==> src/rtl/core/gcmf_pkg.sv <==
// gcmf_pkg: shared types and constants for the gray cross mean filter core
// used by every module under rtl/core; no dependencies

package gcmf_pkg;

  localparam int MaxWidth = 1024;
  localparam int ColW     = $clog2(MaxWidth);
  localparam int WidthW   = 11;
  localparam int HeightW  = 16;
  localparam int CfgIdxW  = 2;
  localparam int CfgDataW = 16;
  localparam int GrayW    = 8;
  localparam int LumaW    = 24;
  localparam int SumW     = 11;
  localparam int CntW     = 3;
  localparam int QDepth   = 4;
  localparam int QPtrW    = $clog2(QDepth);

  localparam logic [CfgIdxW-1:0] REG_IMAGE_WIDTH  = 2'd0;
  localparam logic [CfgIdxW-1:0] REG_IMAGE_HEIGHT = 2'd1;

  localparam logic KIND_PIXEL = 1'b0;
  localparam logic KIND_FLUSH = 1'b1;

  localparam logic [WidthW-1:0]  WIDTH_RESET  = 11'd1024;
  localparam logic [HeightW-1:0] HEIGHT_RESET = 16'd768;

  localparam logic [15:0] LUMA_R = 16'd19595;
  localparam logic [15:0] LUMA_G = 16'd38470;
  localparam logic [15:0] LUMA_B = 16'd7471;

  // truncating division by 3 and 5 through reciprocals, exact for sums below 2048
  localparam int Recip3 = 683;
  localparam int Shift3 = 11;
  localparam int Recip5 = 3277;
  localparam int Shift5 = 14;
  localparam int P3W    = SumW + 10;
  localparam int P5W    = SumW + 12;

  typedef enum logic [1:0] {
    OP_STORE,
    OP_PIXEL,
    OP_FLUSH
  } op_t;

  typedef struct packed {
    op_t              op;
    logic [ColW-1:0]  col;
    logic [GrayW-1:0] gray;
    logic             has_up;
    logic             has_left;
    logic             has_right;
    logic             last;
  } item_t;

  typedef struct packed {
    logic full;
    logic empty;
  } q_status_t;

endpackage

==> src/rtl/core/gcmf_fifo.sv <==
// gcmf_fifo: short queue of classified work between front and back
// depends on gcmf_pkg

module gcmf_fifo (
  input  logic                 clk,
  input  logic                 rst,
  input  logic                 push,
  input  gcmf_pkg::item_t      push_item,
  input  logic                 pop,
  output gcmf_pkg::item_t      head,
  output gcmf_pkg::q_status_t  status
);

  gcmf_pkg::item_t              slots [gcmf_pkg::QDepth];
  logic [gcmf_pkg::QPtrW-1:0]   wr_ptr;
  logic [gcmf_pkg::QPtrW-1:0]   rd_ptr;
  logic [gcmf_pkg::QPtrW:0]     count;

  assign head         = slots[rd_ptr];
  assign status.full  = count == (gcmf_pkg::QPtrW+1)'(gcmf_pkg::QDepth);
  assign status.empty = count == '0;

  always_ff @(posedge clk) begin
    if (push) begin
      slots[wr_ptr] <= push_item;
    end
  end

  always_ff @(posedge clk) begin
    if (rst) begin
      wr_ptr <= '0;
      rd_ptr <= '0;
      count  <= '0;
    end else begin
      if (push) begin
        wr_ptr <= wr_ptr + gcmf_pkg::QPtrW'(1);
      end
      if (pop) begin
        rd_ptr <= rd_ptr + gcmf_pkg::QPtrW'(1);
      end
      if (push && !pop) begin
        count <= count + (gcmf_pkg::QPtrW+1)'(1);
      end else if (pop && !push) begin
        count <= count - (gcmf_pkg::QPtrW+1)'(1);
      end
    end
  end

endmodule

==> config.mk <==
export PLATFORM = sky130hd
export DESIGN_NAME = gcmf_fifo
export DESIGN_NICKNAME = d
export VERILOG_FILES = /design/src/rtl/core/gcmf_pkg.sv /design/src/rtl/core/gcmf_fifo.sv
export SDC_FILE = /design/constraint.sdc
export NUM_CORES = 1
export LEC_CHECK = 0
export BUFFER_PORTS_ARGS = -buffer_cell sky130_fd_sc_hd__buf_2
export CAP_MARGIN = 20
export CORE_ASPECT_RATIO = 1.5
export CORE_UTILIZATION = 50
export CTS_BUF_LIST = sky130_fd_sc_hd__clkbuf_4 sky130_fd_sc_hd__clkbuf_8 sky130_fd_sc_hd__clkbuf_16
export DETAILED_ROUTE_END_ITERATION = 7
export PLACE_DENSITY = 0.71
export SLEW_MARGIN = 20
export SYNTH_ARGS = -nofsm -noshare
export SYNTH_HDL_FRONTEND = slang
export SYNTH_SLANG_ARGS = --single-unit
export TNS_END_PERCENT = 5
==> constraint.sdc <==
create_clock -name clk -period 2.1 [get_ports clk]
set_clock_uncertainty 0.2 [all_clocks]
set_input_delay 0.315 -clock clk [delete_from_list [all_inputs] [get_ports clk]]
set_output_delay 0.315 -clock clk [all_outputs]
set_load 0.01 [all_outputs]
==> flow_summary.toml <==
[critical_path]
crit_type = "flop to output port"
end_kind = "output port"
worstPathRequired_ns = 1.58
cpPeakStageDelay_ns = 0.53
worstPathMaxFanout = 12
timing.critical_path.max_delay_family = "multiplexers"
reg2reg_slack_ns = 0.43
cp-start-kind = "flop"
crit_arrival_ns = 1.60
cp_cell_sequence = "buf_16 > mux4_2 > buf_6"
slowest_stage = "mux4_2"
worst-path-buf-inv = 2

[logic_synthesis]
synth-seq-cells = 105
syn_area_um2 = 3933
yosys_warnings = 0
synth_nets = 204
syn_area_per_cell_um2 = 23.13
syn-instance-count = 170
synth-seq-area-share_pct = 77.89
synthDistinctLibCells = 22

[clocking]
cts-root-buf = "clkbuf_16"
clock_sinks = 105
post_cts_buffers = 0
cts.clk_slew.worst_paths_ns = 0.06
cts_tree = "built"
cts-buffers-inserted = 9
clk_latency_ns = 0.33
htree_levels = 3
cts_buffer_depth = 2

[power]
power_frac_clock_pct = 33.7
vdd_ir_drop_max_mv = 0.5447
p_switching_mw = 0.9392
p_sw_share_pct = 20.58
power_mw = 4.563
p_int_mw = 3.623
combPwrFrac_pct = 12.9
leakagePower_nw = 1.761
power_frac_seq_pct = 53.5
p_per_area_nw_per_um2 = 913.5

[route]
vias = 1877
drc_errors = 0
vias_per_cell = 5.128
first_pass_iters = 4
drtIter0Drc = 103
totalWireLength_mm = 6.372
wl_per_cell_um = 17.41
ant_nets = 0

[min_path]
hold_class = "input pin to flop"

[placed_design]
gp_congestion = 0.6821
port-buffer-count = 53
dp_hpwl_mm = 3.693

[sta]
rsz0062_at_grt = "true"
slew_headroom_pct = 74.57
tightest_slew_ns = 0.3815
finalSetupViolCount = 7
finalCriticalPeriod_ns = 2.110
hold_viol_final = 0
finalWorstSetupSlack_ns = -0.01044
period_share_pct = 100.5
fmax_ghz = 0.4738
drv_slew = 0

[floorplan]
die_h_um = 110.6
start_util_pct = 51.66
die_w_um = 74.41
rows = 39
ios = 54
core_region_area_um2 = 7612
die_area_um2 = 8231

[final_layout]
fin_nets = 293
final_cell_mix = "edfxtp_1, buf_2, mux4_2"
regArea_um2 = 3067
n_antenna_cell = 0
drive_above_1_share_pct = 38.64
final_common_cell = "edfxtp_1"
fillers = 558
area_growth_pct = 27.01
multi_input_area_um2 = 770.7
final_core_util_pct = 65.61

[global_route]
grt-ovfl-total = 0
grt_pass1_wl_mm = 10.12
grtUsageTotal_pct = 17.35
grt_max_degree = 25
antenna_found_initial = 0
grt_pass1_vias = 2026

[status]
status = "finished with violations"
violations = "negative setup slack"

[job]
drv_cap = 0
-- metal layers --
| layer | GRT usage (%) | vias up | part of all wire (%) |
|---|---|---|---|
| met2 | 27.87 | 45 | 52 |
| met4 | 6.415 | 0 | 1.5 |
| met1 | 21.62 | 960 | 42 |
| li1 | - | 864 | - |
| met3 | 5.657 | 8 | 4.3 |
| met5 | 0 | - | 0 |
-- worst paths after layout --
path / startpoint / endpoint / depth (start not counted)
setup / recovery: flop / head[9] / 3
hold / removal: push_item[9] / slots[0][9] / 1
setup reg to reg: count[0] / count[2] / 4
hold reg to reg: count[2] / count[2] / 2
-- sequential cells by signal (all words and copies together) (netlist names), named ones only --
| name | flops |
|---|---|
| wr_ptr | 2 |
| slots | 96 |
| count | 3 |
| rd_ptr | 2 |
-- kinds of logic (layout without fill, tap and decap cells) --
kind of cell | count (synthesis) | after routing | share of synthesized area [%]
multiplexers | 26 | 26 | 14.64
adder cells (fa/ha/maj) | 6 | 6 | 2.100
AO/OA/AOI/OAI | 2 | 2 | 0.2543
flip-flops | 105 | 105 | 77.89
AND/OR/NAND/NOR | 15 | 15 | 1.877
buffers and inverters | 11 | 105 | 2.132
XOR/XNOR | 5 | 5 | 1.114
-- cells in the mapped netlist --
master / count / share of area [%]
edfxtp_1: 96 / 73
mux4_2: 20 / 11
dfxtp_1: 9 / 4.6
nor2_1: 7 / 0.67
ha_1: 5 / 1.6
and2_1: 4 / 0.64
inv_1: 4 / 0.38
mux4_1: 4 / 2.7
xor2_1: 3 / 0.67
buf_12: 2 / 1.0
buf_2: 2 / 0.25
clkbuf_1: 2 / 0.19
mux2i_1: 2 / 0.51
xnor2_1: 2 / 0.45
a21oi_1: 1 / 0.13
buf_6: 1 / 0.29
fa_1: 1 / 0.51
nand2_1: 1 / 0.095
nor3_1: 1 / 0.13
nor3b_1: 1 / 0.19
o21ai_0: 1 / 0.13
or3_1: 1 / 0.16
-- metrics by stage --
step / setup TNS, ns / hold WS (ns) / cells / instance area, um^2 / worst slack (ns)
4_1_cts: -0.2105 / 0.003782 / 366 / 4901 / -0.03081
5_1_grt: -0.8732 / 0.003077 / 366 / 4995 / -0.07634
3_5_place_dp: 0 / 0.3044 / 325 / 4348 / 0.1161
3_3_place_gp: 0 / 0.2879 / 325 / 4348 / 0.1592
2_1_floorplan: 0 / 0.2139 / 170 / 3933 / 0.3248
6_report: -0.03794 / 0.006495 / 366 / 4995 / -0.01044
-- what timing repair did --
action,in CTS,in global routing
resized for setup,7,15
hold endpoints to repair,91,0
setup endpoints to repair,23,21
hold buffers,23,0
gates cloned,2,0
-- worst register-to-register path: cells and delay by family, from the launching register on --
kind            cells  cell delay (ns)
compound gates      1             0.14
xor+xnor            1             0.17
fa+ha+maj           1             0.44
flops               1             0.35
simple gates        1             0.30
-- power groups by stage --
stage | sequential [mW] | combinational, mW | clock, mW
after global routing | 2.45 | 0.637 | 1.66
after global placement | 2.47 | 0.472 | 0
after CTS | 2.44 | 0.537 | 1.57
after floorplan | 2.47 | 0.305 | 0
after detailed placement | 2.48 | 0.476 | 0
final | 2.44 | 0.587 | 1.54
-- final cells by class --
class | instances | area share, %
Multi-Input combinational cell | 54 | 15.43
Clock inverter | 1 | 0.07515
Sequential cell | 105 | 61.40
Timing Repair Buffer | 85 | 14.70
Clock buffer | 15 | 5.536
Tap cell | 102 | 2.555
Inverter | 4 | 0.3006
(Power assumes the default switching activity.)
