## src/rtl/core/gcmf_pkg.sv

```systemverilog
// gcmf_pkg: shared types and constants for the gray cross mean filter core
// used by every module under rtl/core; no dependencies

package gcmf_pkg;

  localparam int MaxWidth = 1024;
  localparam int ColW     = $clog2(MaxWidth);
  localparam int WidthW   = 11;
  localparam int HeightW  = 16;
  localparam int CfgIdxW  = 2;
  localparam int CfgDataW = 16;
  localparam int GrayW    = 8;
  localparam int LumaW    = 24;
  localparam int SumW     = 11;
  localparam int CntW     = 3;
  localparam int QDepth   = 4;
  localparam int QPtrW    = $clog2(QDepth);

  localparam logic [CfgIdxW-1:0] REG_IMAGE_WIDTH  = 2'd0;
  localparam logic [CfgIdxW-1:0] REG_IMAGE_HEIGHT = 2'd1;

  localparam logic KIND_PIXEL = 1'b0;
  localparam logic KIND_FLUSH = 1'b1;

  localparam logic [WidthW-1:0]  WIDTH_RESET  = 11'd1024;
  localparam logic [HeightW-1:0] HEIGHT_RESET = 16'd768;

  localparam logic [15:0] LUMA_R = 16'd19595;
  localparam logic [15:0] LUMA_G = 16'd38470;
  localparam logic [15:0] LUMA_B = 16'd7471;

  // truncating division by 3 and 5 through reciprocals, exact for sums below 2048
  localparam int Recip3 = 683;
  localparam int Shift3 = 11;
  localparam int Recip5 = 3277;
  localparam int Shift5 = 14;
  localparam int P3W    = SumW + 10;
  localparam int P5W    = SumW + 12;

  typedef enum logic [1:0] {
    OP_STORE,
    OP_PIXEL,
    OP_FLUSH
  } op_t;

  typedef struct packed {
    op_t              op;
    logic [ColW-1:0]  col;
    logic [GrayW-1:0] gray;
    logic             has_up;
    logic             has_left;
    logic             has_right;
    logic             last;
  } item_t;

  typedef struct packed {
    logic full;
    logic empty;
  } q_status_t;

endpackage

```

## src/rtl/core/gcmf_front.sv

```systemverilog
// gcmf_front: configuration registers, luma conversion and item classification
// depends on gcmf_pkg; feeds classified work into gcmf_fifo

module gcmf_front (
  input  logic                              clk,
  input  logic                              rst,
  input  logic                              cfg_we,
  input  logic [gcmf_pkg::CfgIdxW-1:0]      cfg_index,
  input  logic [gcmf_pkg::CfgDataW-1:0]     cfg_data,
  input  logic                              in_valid,
  output logic                              in_ready,
  input  logic                              kind,
  input  logic [7:0]                        red,
  input  logic [7:0]                        green,
  input  logic [7:0]                        blue,
  input  gcmf_pkg::q_status_t               q_status,
  output logic                              push,
  output gcmf_pkg::item_t                   push_item
);

  logic [gcmf_pkg::WidthW-1:0]  image_width;
  logic [gcmf_pkg::HeightW-1:0] image_height;
  logic [gcmf_pkg::ColW-1:0]    in_column;
  logic [gcmf_pkg::HeightW-1:0] in_row;
  logic [gcmf_pkg::ColW-1:0]    out_column;
  logic                         image_done;

  logic [gcmf_pkg::WidthW-1:0]  w_eff;
  logic [gcmf_pkg::HeightW-1:0] h_eff;
  logic [gcmf_pkg::ColW-1:0]    pix_col;
  logic [gcmf_pkg::ColW-1:0]    fl_col;
  logic                         pix_col_last;
  logic                         fl_col_last;
  logic                         row_last;
  logic                         has_up;
  logic [gcmf_pkg::LumaW-1:0]   luma;
  logic                         accept;
  logic                         cfg_hit;

  always_comb begin
    if (image_width == '0) begin
      w_eff = gcmf_pkg::WidthW'(1);
    end else if (image_width > gcmf_pkg::WidthW'(gcmf_pkg::MaxWidth)) begin
      w_eff = gcmf_pkg::WidthW'(gcmf_pkg::MaxWidth);
    end else begin
      w_eff = image_width;
    end
    h_eff = (image_height == '0) ? gcmf_pkg::HeightW'(1) : image_height;
  end

  always_comb begin
    pix_col = (gcmf_pkg::WidthW'(in_column) < w_eff) ? in_column
            : gcmf_pkg::ColW'(w_eff - gcmf_pkg::WidthW'(1));
    fl_col  = (gcmf_pkg::WidthW'(out_column) < w_eff) ? out_column
            : gcmf_pkg::ColW'(w_eff - gcmf_pkg::WidthW'(1));
    pix_col_last = (gcmf_pkg::WidthW'(pix_col) + gcmf_pkg::WidthW'(1)) >= w_eff;
    fl_col_last  = (gcmf_pkg::WidthW'(fl_col) + gcmf_pkg::WidthW'(1)) >= w_eff;
    row_last = ({1'b0, in_row} + 17'd1) >= {1'b0, h_eff};
    has_up   = in_row >= gcmf_pkg::HeightW'(2);
  end

  assign luma = gcmf_pkg::LumaW'(red)   * gcmf_pkg::LumaW'(gcmf_pkg::LUMA_R)
              + gcmf_pkg::LumaW'(green) * gcmf_pkg::LumaW'(gcmf_pkg::LUMA_G)
              + gcmf_pkg::LumaW'(blue)  * gcmf_pkg::LumaW'(gcmf_pkg::LUMA_B);

  assign in_ready = !q_status.full;
  assign accept   = in_valid && in_ready;

  always_comb begin
    push                = 1'b0;
    push_item.op        = gcmf_pkg::OP_PIXEL;
    push_item.col       = pix_col;
    push_item.gray      = luma[gcmf_pkg::LumaW-1 -: gcmf_pkg::GrayW];
    push_item.has_up    = has_up;
    push_item.has_left  = pix_col != '0;
    push_item.has_right = !pix_col_last;
    push_item.last      = 1'b0;
    if (accept) begin
      if (kind == gcmf_pkg::KIND_PIXEL) begin
        push         = !image_done;
        push_item.op = (in_row == '0) ? gcmf_pkg::OP_STORE : gcmf_pkg::OP_PIXEL;
      end else begin
        push                = image_done;
        push_item.op        = gcmf_pkg::OP_FLUSH;
        push_item.col       = fl_col;
        push_item.has_left  = fl_col != '0;
        push_item.has_right = !fl_col_last;
        push_item.last      = fl_col_last;
      end
    end
  end

  always_comb begin
    unique case (cfg_index)
      gcmf_pkg::REG_IMAGE_WIDTH:  cfg_hit = cfg_we;
      gcmf_pkg::REG_IMAGE_HEIGHT: cfg_hit = cfg_we;
      default:                    cfg_hit = 1'b0;
    endcase
  end

  always_ff @(posedge clk) begin
    if (rst) begin
      image_width  <= gcmf_pkg::WIDTH_RESET;
      image_height <= gcmf_pkg::HEIGHT_RESET;
      in_column    <= '0;
      in_row       <= '0;
      out_column   <= '0;
      image_done   <= 1'b0;
    end else if (cfg_hit) begin
      if (cfg_index == gcmf_pkg::REG_IMAGE_WIDTH) begin
        image_width <= cfg_data[gcmf_pkg::WidthW-1:0];
      end else begin
        image_height <= cfg_data[gcmf_pkg::HeightW-1:0];
      end
      in_column  <= '0;
      in_row     <= '0;
      out_column <= '0;
      image_done <= 1'b0;
    end else if (push) begin
      if (push_item.op == gcmf_pkg::OP_FLUSH) begin
        if (fl_col_last) begin
          in_column  <= '0;
          in_row     <= '0;
          out_column <= '0;
          image_done <= 1'b0;
        end else begin
          out_column <= fl_col + gcmf_pkg::ColW'(1);
        end
      end else begin
        if (row_last && pix_col_last) begin
          image_done <= 1'b1;
        end
        if (pix_col_last) begin
          in_column <= '0;
          in_row    <= in_row + gcmf_pkg::HeightW'(1);
        end else begin
          in_column <= pix_col + gcmf_pkg::ColW'(1);
        end
      end
    end
  end

endmodule

```

## config.mk

```make
export PLATFORM = sky130hd
export DESIGN_NAME = gcmf_front
export DESIGN_NICKNAME = d
export VERILOG_FILES = /design/src/rtl/core/gcmf_pkg.sv /design/src/rtl/core/gcmf_front.sv
export SDC_FILE = /design/constraint.sdc
export NUM_CORES = 1
export LEC_CHECK = 0
export ABC_AREA = 0
export ABC_CLOCK_PERIOD_IN_PS = 11200
export BUFFER_PORTS_ARGS = -buffer_cell sky130_fd_sc_hd__buf_2
export CAP_MARGIN = 20
export CORE_UTILIZATION = 40
export DETAILED_ROUTE_END_ITERATION = 8
export GPL_TIMING_DRIVEN = 0
export MAX_ROUTING_LAYER = met4
export PLACE_DENSITY = 0.59
export SYNTH_ARGS = -nofsm -noshare
export SYNTH_HDL_FRONTEND = slang
export SYNTH_SLANG_ARGS = --single-unit
```

## constraint.sdc

```tcl
create_clock -name clk -period 11.2 [get_ports clk]
set_input_delay 2.24 -clock clk [delete_from_list [all_inputs] [get_ports clk]]
set_output_delay 2.24 -clock clk [all_outputs]
set_load 0.05 [all_outputs]
```

==> impl_metrics.tcl, run 1 <==
set metrics [dict create \
    netlist_instances 1327 \
    postCtsHoldBufs 0 \
    gr-total-overflow 0 \
    antenna_cells 0 \
    max_freq_ghz 0.09059 \
    cts_buffers 9 \
    fillers 2804 \
    maxSlewHeadroom_pct 38.91 \
    max-cap-violations 0 \
    clk_pin_slew_ns 0.06 \
    critical_path.startpoint_type "input pin" \
    min_period_ns 11.04 \
    grt_setup_unrepaired "yes" \
    place_hpwl_um 24080 \
    vias 9345 \
    final_antenna_net_count 0 \
    grt_start_max_net_pins 14 \
    critPathSlowestCell "fa_1" \
    required_ns 8.96 \
    dr.pass1.iters 5 \
    io_pins 75 \
    multi_input_comb_area_um2 9284 \
    root_buffer "clkbuf_16" \
    ys_types 69 \
    setup_viol 0 \
    yosysSeqAreaShare_pct 11.21 \
    ys_ff_latch 64 \
    async_reset_ff_share_pct 0 \
    worstHoldPathType "reg -> reg" \
    die_y_um 171.1 \
    gp_congestion 0.8912 \
    crit_arrival_ns 8.80 \
    row_count 61 \
    grt_util_all_layers_pct 21.71 \
    register_area_um2 1281 \
    fin_nets 1806 \
    routed_wl_um 29020 \
    cp-end-kind "output port" \
    start_util_pct 40.92 \
    critical_path_class "in -> out" \
    antenna_found_initial 0 \
    syn2layout_area_growth_pct 12.73 \
    crit_top_cell "fa_1" \
    core_area_um2 27930 \
    skew_ns 0.005574 \
    slew_violations 0 \
    drt_iter0_markers 583 \
    worst_path_largest_cell_delay_ns 0.51 \
    syn_area_per_cell_um2 8.614 \
    die_x_um 171.1 \
    worstPathMaxFanout 7 \
    wl_per_cell_um 16.11 \
    grt_pass1_wl_um 48230 \
    ys.flop_type "dfxtp_1" \
    mappedNetlistArea_um2 11430 \
    status "completed" \
    syn_nets 1714 \
    worst_hold_slack_ns 0.4624 \
    grt_pass1_vias 9419 \
    cts_max_level 3 \
    synth_warnings 0 \
    synth_edf_count 0 \
    io_buffers 72 \
    dieArea_um2 29260 \
    cts.sinks 64 \
    drc 0 \
    cts_tree "built" \
    cts_buffer_depth 2 \
    worst_slew_pin_slew_ns 0.9086 \
    routed_via_density 5.186 \
    finalCritPeriodShare_pct 98.56 \
    clk_latency_ns 0.34 \
    postLayoutCoreUtil_pct 46.13 \
    finalHoldViolCount 0 \
    drive_above_1_share_pct 10.60 \
]
[registers in the layout (all words and copies together), names as in the netlist]
| register | count |
|---|---|
| in_column | 10 |
| in_row | 16 |
| image_width | 11 |
| image_done | 1 |
| image_height | 16 |
| out_column | 10 |
[Yosys cell counts, types with 3 or more instances]
cell	n	share of area, %
o21bai_1	6	0.39
fa_1	118	21
nor2b_1	13	0.71
nor3_2	3	0.26
buf_2	3	0.13
o21ai_1	10	0.44
clkbuf_1	14	0.46
buf_1	7	0.23
or2_2	4	0.22
nor2_1	86	2.8
a21o_1	17	1.1
o21ai_0	37	1.6
xnor2_1	38	2.9
mux2i_1	26	2.3
o31a_1	4	0.31
o21a_1	10	0.66
nor4_4	3	0.56
nor3b_1	4	0.26
o31ai_1	4	0.26
nand4_1	11	0.60
a31oi_1	11	0.60
and2_1	5	0.27
a21oi_1	58	2.5
a211oi_1	5	0.33
or3_1	6	0.33
o211ai_1	3	0.20
and3_1	17	0.93
or4_1	4	0.26
ha_1	220	24
nand3b_1	3	0.20
nor3_1	20	0.88
dfxtp_1	64	11
a41oi_1	3	0.23
inv_1	250	8.2
nand2_1	100	3.3
a211o_1	8	0.61
nand2b_1	12	0.66
a22oi_1	11	0.72
a22o_1	15	1.1
xor2_1	22	1.7
nand3_1	29	1.3
nor4_1	8	0.44
[final timing paths]
| check | cells after the start | to | startpoint | slack [ns] |
|---|---|---|---|---|
| setup / recovery | 32 | push_item[9] | green[6] | 0.16 |
| hold / removal | 2 | image_height[0] | image_height[0] | 0.46 |
| setup reg to reg | 25 | in_row[6] | image_width[10] | 3.58 |
| hold reg to reg | 2 | image_height[0] | image_height[0] | 0.46 |
[metal layers]
layer  share of wire, %  track usage (%)
met5                  0                -
met4                1.1            3.843
met3                3.8            2.521
met2                 47            34.78
met1                 48            29.65
[cell usage in the layout, fill, tap and decap left out, types with 9 or more instances in the layout]
master     instances
inv_1            246
ha_1             212
fa_1             116
nand2_1           98
nor2_1            85
buf_2             68
dfxtp_1           64
a21oi_1           55
xnor2_1           37
o21ai_0           33
nand3_1           29
mux2i_1           26
xor2_1            21
nor3_1            20
and3_1            17
a21o_1            17
a22o_1            15
clkbuf_1          14
nor2b_1           13
o21ai_1           12
nand2b_1          12
a31oi_1           11
nand4_1           11
a22oi_1           11
buf_4             11
o21a_1            10
clkbuf_16          9
[cells by family after synthesis]
logic type	synth area share, %
adders and majority gates	44.75
and+or+nand+nor	14.51
buffers and inverters	9.326
AOI/OAI and AO/OA	12.92
DFF	11.21
xor gates and xnor gates	4.597
muxes	2.693
[final cells by class]
| type | instances | share of cell area, % |
|---|---|---|
| inverter | 251 | 7.311 |
| multi-input combinational | 985 | 72.05 |
| timing repair buffer | 81 | 3.709 |
| sequential | 64 | 9.943 |
| tap | 378 | 3.670 |
| buffer | 27 | 0.9613 |
| clock buffer | 9 | 1.748 |
| clock inverter | 7 | 0.6117 |
[worst max-delay path, delay by kind of cell]
family	cells	cell delay [ns]
AO/OA/AOI/OAI	7	1.32
XOR/XNOR	2	0.27
adder cells (fa/ha/maj)	9	3.64
buffers and inverters	7	0.69
AND/OR/NAND/NOR	7	0.62
[through the flow]
step                worst slack, ns  setup TNS, ns  area, um2  instances
global route               -0.06446        -0.1765      12890       1802
floorplan                   0.03991              0      11490       1327
finish                       0.1612              0      12890       1802
global placement            -0.6672         -2.229      12330       1777
detailed placement          -0.7613         -2.677      12330       1777
CTS                       0.0008882              0      12830       1800
[repair_timing]
action,CTS,global route
setup buffers,7,2
pin swaps,26,4
gates resized for setup,32,13
endpoints found under the hold margin,0,0
endpoints found under the setup margin,6,5
Power of run 1 is not shown: default switching activity piles up to over one toggle a cycle in this logic, so the estimate is an artifact.
==> inputs of run 2 (changes only) <==
- ABC_AREA: 0 -> 1
==> run 2 against run 1 <==
Compared with the run above: final area rose by 1.5%; first-iteration DRC count decreased by 22%; wire length increased by 0.76%; highest routed layer unchanged; worst setup slack improved by 0.11 ns; flip-flop and latch count unchanged; register-to-register slack gained 1.6 ns; cell count up 10%; non-clock buffer count fell by 8; synthesized cell count increased by 14%; sequential share of layout area decreased by 0.15 points; die area increased by 1.3%; via count rose by 6.0%.
==> impl_metrics.tcl, run 2 <==
set metrics [dict create \
    dr.pass1.iters 5 \
    worst_slew_pin_slew_ns 0.9473 \
    rrSetupSlack_ns 5.21 \
    die_y_um 172.2 \
    cp_top_family "adder cells" \
    root_buffer "clkbuf_16" \
    final_antenna_net_count 0 \
    vias 9906 \
    grt_util_all_layers_pct 21.61 \
    hold_path_startpoint "out_column[1]" \
    design_area_um2 13090 \
    routed_via_density 4.985 \
    worstHoldPathType "reg -> reg" \
    grt_pass1_wl_um 48670 \
    io_buffers 73 \
    yosysSeqAreaShare_pct 11.06 \
    cp-end-kind "output port" \
    drive_above_1_share_pct 11.81 \
    crit_top_cell "fa_1" \
    final_common_cell "inv_1" \
    routed_wl_um 29240 \
    grt_use_met3_pct 2.243 \
    syn_nets 1900 \
    multi_input_comb_area_um2 9193 \
    max_freq_ghz 0.09149 \
    dpl_cell_area_um2 12420 \
    skew_ns 0.01182 \
    drt_iter0_markers 453 \
    worst_path_largest_cell_delay_ns 0.54 \
    row_count 61 \
    ys.flop_type "dfxtp_1" \
    startpoint "green[5]" \
    finalCritPeriodShare_pct 97.59 \
    worstPathMaxFanout 6 \
    cts_buffers 9 \
    cts.sinks 64 \
    layout_common_cells "inv_1 (327), nand2_1 (262), ha_1 (205), fa_1 (115), a21oi_1 (103)" \
    critPathSlowestCell "fa_2" \
    gp_congestion 0.9011 \
    synth_edf_count 0 \
    grt_start_max_net_pins 12 \
    fin_nets 1992 \
    final_cell_count_no_fill 1987 \
    wl_per_cell_um 14.72 \
    worst_hold_slack_ns 0.4904 \
    finalHoldViolCount 0 \
    cp_num_buf_inv 7 \
    synth_most_common_cell "inv_1" \
    die_x_um 172.2 \
    r2r-end "out_column[5]" \
    grt_setup_unrepaired "no" \
    mappedNetlistArea_um2 11580 \
    ys_types 53 \
    yosysTopAreaCellShare_pct 23.76 \
    register_area_um2 1281 \
    place_hpwl_um 24610 \
    largest_registers "image_height x16, in_row x16, image_width x11" \
    cts_buffer_depth 2 \
    grt.met2_usage_pct 37.15 \
    synth_common_cells "inv_1 (329), nand2_1 (267), ha_1 (220)" \
    r2r_start "image_width[9]" \
    met1_usage_pct 27.12 \
    synth_warnings 0 \
    cts_max_level 3 \
    clk_pin_slew_ns 0.05 \
    grt_pass1_vias 9901 \
    cts_tree "built" \
    postLayoutCoreUtil_pct 46.46 \
    io_pins 75 \
    antenna_cells 0 \
    required_ns 8.96 \
    worstHoldPathCells 2 \
    syn2layout_area_growth_pct 12.95 \
    antenna_found_initial 0 \
    start_util_pct 41.13 \
    core_area_um2 28160 \
    crit_arrival_ns 8.69 \
    maxSlewHeadroom_pct 36.61 \
    whs_endpoint "out_column[1]" \
    dieArea_um2 29650 \
    synth_top_cell_by_area "ha_1" \
    status "completed" \
    min_period_ns 10.93 \
    worst-r2r-cell-count 31 \
    max-cap-violations 0 \
    postCtsHoldBufs 0 \
    critical_path_class "in -> out" \
    setup_viol 0 \
    gr-total-overflow 0 \
    drc 0 \
    busiest_layer "met2" \
    async_reset_ff_share_pct 0 \
    syn_area_per_cell_um2 7.657 \
    clk_latency_ns 0.33 \
    critical_path.startpoint_type "input pin" \
    place_inst 1964 \
    synthTopCellsByArea "ha_1 (24%), fa_1 (20%), dfxtp_1 (11%), inv_1 (11%), nand2_1 (8.7%)" \
    netlist_instances 1513 \
    ys_ff_latch 64 \
    slew_violations 0 \
    fillers 2856 \
]
run 2: per-layer routing:
metal  up-vias  routed length (um)
li1       5015                   -
met1      4663               13440
met2       196               14080
met3        32                1113
met4         0                 608
met5         -                   0
run 2: worst max path at each step:
stage / cells past startpoint / slack [ns] / end
after floorplan: 28 / 0.05 / push_item[10]
after global placement: 30 / -0.61 / push_item[11]
after detailed placement: 30 / -0.62 / push_item[11]
after CTS: 31 / 0.03 / push_item[11]
after global routing: 32 / 0.0009 / push_item[11]
final: 31 / 0.27 / push_item[11]
run 2: area by class of cell:
cell class,instances,share of cell area (%)
sequential,64,9.792
timing repair buffer,81,3.375
clock inverter,5,0.6215
clock buffer,10,1.826
multi-input combinational,1090,70.25
buffer,19,0.7650
inverter,340,9.753
tap,378,3.614
run 2: logic make-up after synthesis:
family | share of synthesized area, %
adder cells (fa/ha/maj) | 44.15
AND/OR/NAND/NOR | 19.18
AO/OA/AOI/OAI | 10.49
buffers and inverters | 11.88
XOR/XNOR | 3.240
flip-flops | 11.06
run 2: through the flow:
stage	worst slack [ns]	setup TNS [ns]
final	0.2700	0
after detailed placement	-0.6157	-1.591
after floorplan	0.04860	0
after CTS	0.02771	0
after global routing	0.0008820	0
after global placement	-0.6074	-1.562
run 2: worst reg2reg max path, delay by kind of cell, from the launching register on:
family	cells	cell delay (ns)
simple gates	14	2.49
compound gates	10	1.72
flops	1	0.38
buf+inv	4	0.40
fa+ha+maj	3	0.93
run 2: timing repair:
| action | 4_1_cts | 5_1_grt |
|---|---|---|
| gates resized for setup | 17 | 33 |
| pin swaps | 16 | 28 |
| buffers inserted | 4 | 4 |
| setup endpoints to repair | 4 | 5 |
| endpoints found under the hold margin | 0 | 0 |
Power of run 2 is left out for the same reason.
==> inputs of run 3 (changes only) <==
- CORE_ASPECT_RATIO: default -> 0.9
==> run 3 against run 2 <==
Compared with the run above: largest cell class unchanged; critical endpoint unchanged; global-route usage decreased by 0.58 points; critical path depth shrank 1; flip-flop and latch count unchanged; cell count shrank 0.50%; wire length barely moved.
==> impl_metrics.tcl, run 3 (synthesis gave the netlist of run 2 again) <==
set metrics [dict create \
    status "completed" \
    wl_per_cell_um 14.80 \
    slew_violations 0 \
    place_inst 1946 \
    worst_path_largest_cell_delay_ns 0.56 \
    rrSetupSlack_ns 5.29 \
    grt_util_all_layers_pct 21.03 \
    drc 0 \
    cts_max_level 3 \
    final_cell_count_no_fill 1977 \
    cp_num_buf_inv 6 \
    critical_path.startpoint_type "input pin" \
    cp-end-kind "output port" \
    cts.sinks 64 \
    clk_pin_slew_ns 0.05 \
    drive_above_1_share_pct 11.81 \
    worstHoldPathCells 2 \
    critPathSlowestCell "fa_1" \
    finalHoldViolCount 0 \
    layout_common_cells "inv_1 (325), nand2_1 (265), ha_1 (208), fa_1 (117), a21oi_1 (104)" \
    max-cap-violations 0 \
    die_x_um 181.4 \
    setup_ws_ns 0.2205 \
    place_hpwl_um 24730 \
    r2r-end "out_column[6]" \
    gp_congestion 0.9046 \
    required_ns 8.96 \
    gr-total-overflow 0 \
    dpl_cell_area_um2 12400 \
    dieArea_um2 29650 \
    largest_registers "image_height x16, in_row x16, image_width x11" \
    fin_nets 1999 \
    grt_pass1_vias 9613 \
    cts_tree "built" \
    worst-r2r-cell-count 31 \
    io_buffers 73 \
    routed_wl_um 29250 \
    core_area_um2 28230 \
    die_y_um 163.5 \
    io_pins 75 \
    antenna_cells 0 \
    drt_iter0_markers 527 \
    clk_latency_ns 0.35 \
    final_antenna_net_count 0 \
    crit_top_cell "fa_1" \
    design_area_um2 13080 \
    crit_arrival_ns 8.74 \
    cts_buffer_depth 2 \
    skew_ns 0.008629 \
    antenna_found_initial 0 \
    row_count 58 \
    finalCritPeriodShare_pct 98.03 \
    worstPathMaxFanout 7 \
    grt_setup_unrepaired "yes" \
    start_util_pct 41.04 \
    setup_viol 0 \
    place_ws_ns -0.6585 \
    hold_path_startpoint "image_height[7]" \
    dr.pass1.iters 6 \
    cts_buffers 9 \
    syn2layout_area_growth_pct 12.88 \
    grt_start_max_net_pins 12 \
    whs_endpoint "image_height[7]" \
    final_common_cell "inv_1" \
    routed_via_density 4.984 \
    r2r_start "image_width[4]" \
    vias 9854 \
    critical_path_class "in -> out" \
    cp_top_family "adder cells" \
    postLayoutCoreUtil_pct 46.33 \
    min_period_ns 10.98 \
    grt_pass1_wl_um 47750 \
    worstHoldPathType "reg -> reg" \
    maxSlewHeadroom_pct 32.56 \
    root_buffer "clkbuf_16" \
    max_freq_ghz 0.09108 \
    worst_slew_pin_slew_ns 1.008 \
]
## run 3: tightest hold or removal path, cell delays in order (launching register included)
cell and delay [ns]:
dfxtp_1 0.29, inv_1 0.08, a21oi_1 0.06
## run 3: area by class of cell
type | instances | area, um2
fillers | 2844 | 15150
multi-input cells | 1090 | 9148
flip-flops and latches | 64 | 1281
inverters | 340 | 1276
repair buffers | 88 | 523.0
well taps | 360 | 450.4
clock buffers | 11 | 242.7
plain buffers | 19 | 100.1
clock inverters | 5 | 56.30
## run 3: what timing repair did
action                     CTS  global route
resized for setup           23            28
setup endpoints to repair    4             4
hold buffers                 0             0
setup buffers                7             8
hold endpoints to repair     0             0
pin swaps                   20            23
## run 3: stage by stage
| step | hold slack, ns | TNS (ns) |
|---|---|---|
| floorplan | 0.4491 | 0 |
| global placement | 0.4740 | -1.881 |
| detailed placement | 0.4779 | -1.986 |
| CTS | 0.4858 | 0 |
| global route | 0.5073 | -0.1637 |
| finish | 0.4814 | 0 |
## run 3: how the worst max path moves through the flow
| stage | startpoint | end | slack, ns | depth (start not counted) |
|---|---|---|---|---|
| global route | green[6] | push_item[11] | -0.07 | 31 |
| CTS | green[7] | push_item[11] | 0.01 | 30 |
| finish | green[7] | push_item[11] | 0.22 | 30 |
| global placement | green[6] | push_item[11] | -0.63 | 30 |
| floorplan | green[5] | push_item[10] | 0.05 | 28 |
| detailed placement | green[6] | push_item[11] | -0.66 | 30 |
## run 3: routing by layer
layer / up-vias / GRT usage, % / share of wire (%)
li1: 5021 / - / -
met1: 4599 / 27.47 / 48
met2: 202 / 35.70 / 47
met3: 32 / 1.784 / 4.1
met4: 0 / 4.122 / 1.4
met5: - / - / 0
Power of run 3 is left out for the same reason.
